==> src/skm_pkg.sv <==
`timescale 1ns / 1ps
// ----------------------------------------------------------------------------
// Keyword matcher package
// Shared constants, codes and the control bundle broadcast to the pattern cells.
// ----------------------------------------------------------------------------
package skm_pkg;

   localparam int DEF_NUM_PATTERNS = 16;
   localparam int DEF_MAX_LEN      = 32;

   localparam int ACTIVE_W   = 5;
   localparam int SLOT_W     = 4;
   localparam int POSITION_W = 5;
   localparam int BYTE_W     = 8;
   localparam int HIT_W      = 4;

   localparam logic ACTION_LOAD  = 1'b0;
   localparam logic ACTION_MATCH = 1'b1;

   typedef struct packed {
      logic                  fetch;
      logic                  load_commit;
      logic                  match_commit;
      logic                  clear_all;
      logic [SLOT_W-1:0]     slot;
      logic [POSITION_W-1:0] position;
      logic [BYTE_W-1:0]     data_byte;
      logic                  final_byte;
      logic [ACTIVE_W-1:0]   active_patterns;
   } cell_ctrl_type;

endpackage

==> src/skm_cell.sv <==
`timescale 1ns / 1ps
// ----------------------------------------------------------------------------
// Keyword matcher pattern cell
// Holds one pattern, its length and progress, and joins the priority chain.
// ----------------------------------------------------------------------------
module skm_cell
   import skm_pkg::*;
#(
   parameter int MAX_LEN    = DEF_MAX_LEN,
   parameter int CELL_INDEX = 0
) (
   input  logic             clock,
   input  logic             reset,
   input  cell_ctrl_type    ctrl,
   input  logic             found_in,
   input  logic [HIT_W-1:0] index_in,
   output logic             found_out,
   output logic [HIT_W-1:0] index_out
);

   localparam int ADDR_W = (MAX_LEN > 1) ? $clog2(MAX_LEN) : 1;
   localparam int LEN_W  = $clog2(MAX_LEN + 1);

   logic [BYTE_W-1:0] mem_ff [MAX_LEN];
   logic [BYTE_W-1:0] rd_ff;
   logic [ADDR_W-1:0] progress_ff, progress_in;
   logic [LEN_W-1:0]  length_ff, length_in;

   logic              selected;
   logic              active;
   logic [LEN_W-1:0]  progress_ext;
   logic [BYTE_W-1:0] expected;
   logic              equal;
   logic [LEN_W-1:0]  next_full;
   logic              done;
   logic [ADDR_W-1:0] write_addr;

   assign selected = (32'(ctrl.slot) == CELL_INDEX) && (32'(ctrl.position) < MAX_LEN);
   assign active   = CELL_INDEX < 32'(ctrl.active_patterns);
   assign write_addr = ADDR_W'(ctrl.position);

   assign progress_ext = LEN_W'(progress_ff);
   assign expected     = (progress_ext < length_ff) ? rd_ff : '0;
   assign equal        = ctrl.data_byte == expected;

   always_comb begin
      next_full = '0;
      if (equal) begin
         next_full = progress_ext + LEN_W'(1);
         if ((32'(next_full) >= MAX_LEN) && (next_full != length_ff)) begin
            next_full = '0;
         end
      end
   end

   assign done      = active && (next_full == length_ff);
   assign found_out = found_in || done;
   assign index_out = found_in ? index_in : HIT_W'(CELL_INDEX);

   always_comb begin
      progress_in = progress_ff;
      length_in   = length_ff;
      if (ctrl.load_commit && selected) begin
         progress_in = '0;
         if (ctrl.final_byte) begin
            length_in = LEN_W'(ctrl.position) + LEN_W'(1);
         end
      end else if (ctrl.match_commit) begin
         if (ctrl.clear_all) begin
            progress_in = '0;
         end else if (active) begin
            progress_in = ADDR_W'(next_full);
         end
      end
   end

   always_ff @(posedge clock) begin
      if (reset) begin
         progress_ff <= '0;
         length_ff   <= '0;
      end else begin
         progress_ff <= progress_in;
         length_ff   <= length_in;
      end
   end

   always_ff @(posedge clock) begin
      if (ctrl.load_commit && selected) begin
         mem_ff[write_addr] <= ctrl.data_byte;
      end
   end

   always_ff @(posedge clock) begin
      if (ctrl.fetch) begin
         rd_ff <= mem_ff[progress_ff];
      end
   end

endmodule

==> src/streaming_keyword_matcher_top.sv <==
`timescale 1ns / 1ps
// ----------------------------------------------------------------------------
// Streaming keyword matcher
// Row of pattern cells that load keyword bytes and track stream matches.
// ----------------------------------------------------------------------------
//  Channel  Direction  Ports
//  req      in         req_valid, req_ready, req_action, req_slot, req_position,
//                      req_data_byte, req_final_byte
//  rsp      out        rsp_valid, rsp_ready, rsp_hit, rsp_hit_index
//  csr      in         csr_valid, csr_ready, csr_active_patterns
//
// On acceptance, each request's fields are registered and every cell reads
// its pattern byte at its progress; in the evaluate state the matcher then
// compares, walks the priority chain and updates the cells. The result register
// lets the next request enter while a result waits. A stalled result holds
// the evaluate state until the result register frees. Reset is synchronous
// and clears lengths, progress and the active count; pattern bytes are not cleared.
// ----------------------------------------------------------------------------
module streaming_keyword_matcher_top
   import skm_pkg::*;
#(
   parameter int NUM_PATTERNS = DEF_NUM_PATTERNS,
   parameter int MAX_LEN      = DEF_MAX_LEN
) (
   input  logic                  clock,
   input  logic                  reset,
   input  logic                  req_valid,
   output logic                  req_ready,
   input  logic                  req_action,
   input  logic [SLOT_W-1:0]     req_slot,
   input  logic [POSITION_W-1:0] req_position,
   input  logic [BYTE_W-1:0]     req_data_byte,
   input  logic                  req_final_byte,
   output logic                  rsp_valid,
   input  logic                  rsp_ready,
   output logic                  rsp_hit,
   output logic [HIT_W-1:0]      rsp_hit_index,
   input  logic                  csr_valid,
   output logic                  csr_ready,
   input  logic [ACTIVE_W-1:0]   csr_active_patterns
);

   typedef enum logic [1:0] {
      ST_IDLE = 2'b01,
      ST_EVAL = 2'b10
   } state_type;

   state_type             state_ff, state_in;
   logic [ACTIVE_W-1:0]   active_ff, active_in;
   logic                  action_ff;
   logic [SLOT_W-1:0]     slot_ff;
   logic [POSITION_W-1:0] position_ff;
   logic [BYTE_W-1:0]     data_ff;
   logic                  final_ff;
   logic                  rsp_valid_ff, rsp_valid_in;
   logic                  rsp_hit_ff;
   logic [HIT_W-1:0]      rsp_index_ff;

   logic                  accept;
   logic                  commit;
   logic                  any_hit;
   cell_ctrl_type         ctrl;
   logic                  found [NUM_PATTERNS+1];
   logic [HIT_W-1:0]      index [NUM_PATTERNS+1];

   assign req_ready = state_ff == ST_IDLE;
   assign csr_ready = 1'b1;
   assign accept    = req_valid && req_ready;
   assign commit    = (state_ff == ST_EVAL) && (!rsp_valid_ff || rsp_ready);
   assign any_hit   = (action_ff == ACTION_MATCH) && found[NUM_PATTERNS];

   assign ctrl.fetch           = accept;
   assign ctrl.load_commit     = commit && (action_ff == ACTION_LOAD);
   assign ctrl.match_commit    = commit && (action_ff == ACTION_MATCH);
   assign ctrl.clear_all       = any_hit;
   assign ctrl.slot            = slot_ff;
   assign ctrl.position        = position_ff;
   assign ctrl.data_byte       = data_ff;
   assign ctrl.final_byte      = final_ff;
   assign ctrl.active_patterns = active_ff;

   assign found[0] = 1'b0;
   assign index[0] = '0;

   for (genvar i = 0; i < NUM_PATTERNS; i++) begin : g_cell
      skm_cell #(
         .MAX_LEN    (MAX_LEN),
         .CELL_INDEX (i)
      ) u_cell (
         .clock     (clock),
         .reset     (reset),
         .ctrl      (ctrl),
         .found_in  (found[i]),
         .index_in  (index[i]),
         .found_out (found[i+1]),
         .index_out (index[i+1])
      );
   end

   always_comb begin
      state_in = state_ff;
      unique case (state_ff)
         ST_IDLE: begin
            if (accept) begin
               state_in = ST_EVAL;
            end
         end
         ST_EVAL: begin
            if (commit) begin
               state_in = ST_IDLE;
            end
         end
         default: state_in = ST_IDLE;
      endcase
   end

   assign active_in    = (csr_valid && csr_ready) ? csr_active_patterns : active_ff;
   assign rsp_valid_in = commit || (rsp_valid_ff && !rsp_ready);

   always_ff @(posedge clock) begin
      if (reset) begin
         state_ff     <= ST_IDLE;
         active_ff    <= '0;
         rsp_valid_ff <= 1'b0;
      end else begin
         state_ff     <= state_in;
         active_ff    <= active_in;
         rsp_valid_ff <= rsp_valid_in;
      end
   end

   always_ff @(posedge clock) begin
      if (accept) begin
         action_ff   <= req_action;
         slot_ff     <= req_slot;
         position_ff <= req_position;
         data_ff     <= req_data_byte;
         final_ff    <= req_final_byte;
      end
      if (commit) begin
         rsp_hit_ff   <= any_hit;
         rsp_index_ff <= any_hit ? index[NUM_PATTERNS] : '0;
      end
   end

   assign rsp_valid     = rsp_valid_ff;
   assign rsp_hit       = rsp_hit_ff;
   assign rsp_hit_index = rsp_index_ff;

endmodule

==> config.mk <==
export PLATFORM = sky130hd
export DESIGN_NAME = streaming_keyword_matcher_top
export DESIGN_NICKNAME = d
export VERILOG_FILES = /design/src/skm_pkg.sv /design/src/skm_cell.sv /design/src/streaming_keyword_matcher_top.sv
export SDC_FILE = /design/constraint.sdc
export NUM_CORES = 2
export LEC_CHECK = 0
export BUFFER_PORTS_ARGS = -buffer_cell sky130_fd_sc_hd__buf_2
export CAP_MARGIN = 20
export CORE_ASPECT_RATIO = 1.4
export CORE_MARGIN = 4
export CORE_UTILIZATION = 40
export CTS_CLUSTER_SIZE = 14
export DETAILED_ROUTE_END_ITERATION = 8
export GPL_ROUTABILITY_DRIVEN = 0
export PLACE_DENSITY = 0.61
export SYNTH_ARGS = -nofsm -noshare
export SYNTH_HDL_FRONTEND = slang
export SYNTH_SLANG_ARGS = --single-unit
==> constraint.sdc <==
create_clock -name clock -period 9.7 [get_ports clock]
set_input_delay 0 -clock clock [delete_from_list [all_inputs] [get_ports clock]]
set_output_delay 0 -clock clock [all_outputs]
set_load 0.005 [all_outputs]
==> results.sh <==
export IMPL_drt_total_wl_mm=462
export IMPL_postRouteAntennaNets=0
export IMPL_worst_pin_slew_ps=1450
export IMPL_antenna_found_initial=33
export IMPL_end_kind="flop"
export IMPL_fin_crit_ps=6830
export IMPL_syn_area_mm2=0.178
export IMPL_fin_util_pct=44.9
export IMPL_post_cts_buffers=0
export IMPL_hold_viol=0
export IMPL_p_leak_nw=58.7
export IMPL_nNetsFinal=9196
export IMPL_vias_per_cell=5.83
export IMPL_async_flop_share_pct=0
export IMPL_p_per_area_mw_per_mm2=188
export IMPL_hold_path_class="in2reg"
export IMPL_ys_warn_count=0
export IMPL_pre_cts_slack_ps=3000
export IMPL_clockBufferDepth=4
export IMPL_setup_viol=0
export IMPL_ctsHoldBuffers=62
export IMPL_final_fill_count=37200
export IMPL_cp_start_kind="flop"
export IMPL_die_x_um=572
export IMPL_ys_seq_area_share_pct=73.6
export IMPL_crit_required_ps=10610
export IMPL_synth_ff_latch_count=4432
export IMPL_fmax_mhz=146
export IMPL_cts_buffers=409
export IMPL_drtIter0Drc=10400
export IMPL_worstPathArrival_ps=7730
export IMPL_placedInstanceArea_mm2=0.186
export IMPL_synthFlopType="edfxtp_1"
export IMPL_start_util_pct=40.2
export IMPL_syn_inst=8885
export IMPL_route_detailed_drc=0
export IMPL_status="finished clean"
export IMPL_whs_ps=94.3
export IMPL_maxSlewHeadroom_pct=3.54
export IMPL_cts_htree_levels=5
export IMPL_crit_family="simple AND/OR/NAND/NOR gates"
export IMPL_cts_resized=0
export IMPL_ys_types=107
export IMPL_clk_latency_ps=1000
export IMPL_core_mm2=0.443
export IMPL_grt_total_usage_pct=20.0
export IMPL_grt_pass1_wl_mm=664
export IMPL_grt_max_degree=228
export IMPL_rows=289
export IMPL_drive_gt1_share_pct=24.5
export IMPL_avgSynthCellArea_um2=20.1
export IMPL_grt_pass1_vias=91300
export IMPL_criticalPathCategory="reg2reg"
export IMPL_critPathBufInv=1
export IMPL_synth_edff_count=4248
export IMPL_io_buffers=35
export IMPL_crit_slowest_cell="dfxtp_1"
export IMPL_path_cells="ha_1, and4b_1, o21ai_1, a31oi_1, nor4_1, nand4_1, or4_1, nand4_1, nand4b_1, nand4b_4, nor3_4, nand2_2, nand2_2, inv_2, or4_4, o31ai_2"
export IMPL_clk_pin_slew_worst_paths_ps=60
export IMPL_layout_setup_ws_ps=2870
export IMPL_rsz0062_at_grt="no"
export IMPL_first_pass_iters=8
export IMPL_wl_per_cell_um=30.3
export IMPL_grt_overflow=0
export IMPL_path_max_fanout=25
export IMPL_period_share_pct=70.4
export IMPL_via_count=88900
export IMPL_peakVddDrop_uv=146
export IMPL_slew_viol_final=0
export IMPL_clock_sinks=4432
export IMPL_io_pins=37
export IMPL_die_area_mm2=0.456
export IMPL_cts_tree="yes"
export IMPL_p_total_mw=37.4
export IMPL_syn_nets=9014
export IMPL_hpwlAfterDp_mm=283
export IMPL_max_cap_viol_count=0
export IMPL_die_y_um=798
export IMPL_fin_skew_ps=83.8
export IMPL_root_buffer="clkbuf_16"
export IMPL_slowest_delay_ps=1040
export IMPL_final_area_mm2=0.199
export IMPL_syn_to_final_growth_pct=11.7
==> worst min-delay path, stage by stage <==
cell and delay (ps):
dlygate4sd3_1 590, buf_6 260, nor2_1 160
==> cells in the final DEF (no fill, tap or decap), types with 30 or more instances in the layout <==
cell and n:
o21ai_0 86, buf_4 151, clkinv_2 60, diode_2 30, ha_1 100, a211oi_1 35, nor3_1 51, nor4_1 36
inv_1 128, clkbuf_1 102, nand3_1 132, dfxtp_1 150, mux4_2 1280, mux2_2 129, clkbuf_16 413, xor2_1 44
a21oi_1 135, dlygate4sd3_1 62, clkinv_1 94, a31oi_1 49, nor2_1 796, xnor2_1 121, edfxtp_1 4248, nand2_1 202
nand2b_1 34, buf_2 34, nor2b_1 43
==> report_power, final <==
part	leakage [nW]	total (mW)	internal (mW)	switching [mW]
combinational	12.8	0.771	0.126	0.645
clock	6.16	15.5	8.46	7.05
sequential	39.7	21.1	21.0	0.0452
total	58.7	37.4	29.6	7.74
==> Yosys cell counts (34+ instances only) <==
cell,number,area (um2)
edfxtp_1,4248,128000
mux4_2,1280,28800
nor2_1,799,3000
clkbuf_1,338,1270
nand2_1,218,818
dfxtp_1,184,3680
nand3_1,149,746
a21oi_1,136,681
mux2_2,129,1450
inv_1,128,480
buf_1,126,473
xnor2_1,122,1070
ha_1,100,1250
o21ai_0,94,470
nor3_1,51,255
a31oi_1,49,307
xor2_1,46,403
nor2b_1,43,269
nor4_1,37,231
a211oi_1,36,270
nand2b_1,34,213
==> registers in the layout, summed over array words and instances, names as in the netlist <==
name and flops:
g_cell.u_cell.mem_ff 4096, g_cell.u_cell.rd_ff 128, g_cell.u_cell.length_ff 96, g_cell.u_cell.progress_ff 80, data_ff 8, active_ff 5, position_ff 5, rsp_hit_index 4
slot_ff 4, state_ff 2, action_ff 1, final_ff 1, rsp_hit 1, rsp_valid 1
==> through the flow <==
step           TNS (ps)  std cells
2_1_floorplan    -51090       8885
3_3_place_gp          0      14400
3_5_place_dp          0      14400
4_1_cts               0      15200
5_1_grt               0      15200
6_report              0      15200
==> path summary, 6_finish.rpt <==
kind	cells after the start	startpoint	slack, ps	end
worst max register to register	16	g_cell[0].u_cell.progress_ff[3]	2870	g_cell[6].u_cell.progress_ff[4]
worst min-delay path	3	reset	90	g_cell[3].u_cell.length_ff[0]
worst min register to register	2	g_cell[4].u_cell.length_ff[1]	490	g_cell[4].u_cell.length_ff[1]
worst max-delay path	16	g_cell[0].u_cell.progress_ff[3]	2870	g_cell[6].u_cell.progress_ff[4]
==> final cells by class <==
| cell class | count | area (um2) | area share (%) |
|---|---|---|---|
| Sequential cell | 4432 | 131000 | 66.0 |
| Tap cell | 5820 | 7280 | 3.66 |
| Multi-Input combinational cell | 3821 | 44900 | 22.5 |
| Clock inverter | 221 | 1930 | 0.969 |
| Clock buffer | 518 | 10800 | 5.40 |
| Timing Repair Buffer | 269 | 2320 | 1.16 |
| Antenna cell | 30 | 75.1 | 0.0377 |
| Inverter | 134 | 503 | 0.253 |
==> cells by family (layout without fill, tap and decap cells) <==
family	after synthesis	after routing	synth area share (%)
compound gates	556	556	2.12
other cells	1	31	0.00210
flops	4432	4432	73.6
fa+ha+maj	101	101	0.708
xor+xnor	178	178	0.953
mux	1431	1431	17.1
simple gates	1554	1554	4.06
buf+inv	632	1142	1.40
==> per-layer routing <==
metal  global-route usage (%)  up-vias  share of wire, %
met5                        0        -             0.012
met1                     25.1    47300                37
met3                     3.62      929               7.6
li1                         -    36900                 -
met2                     34.2     3792                51
met4                     8.63        4               4.6
Note: power is estimated with default switching activity, not from simulation.
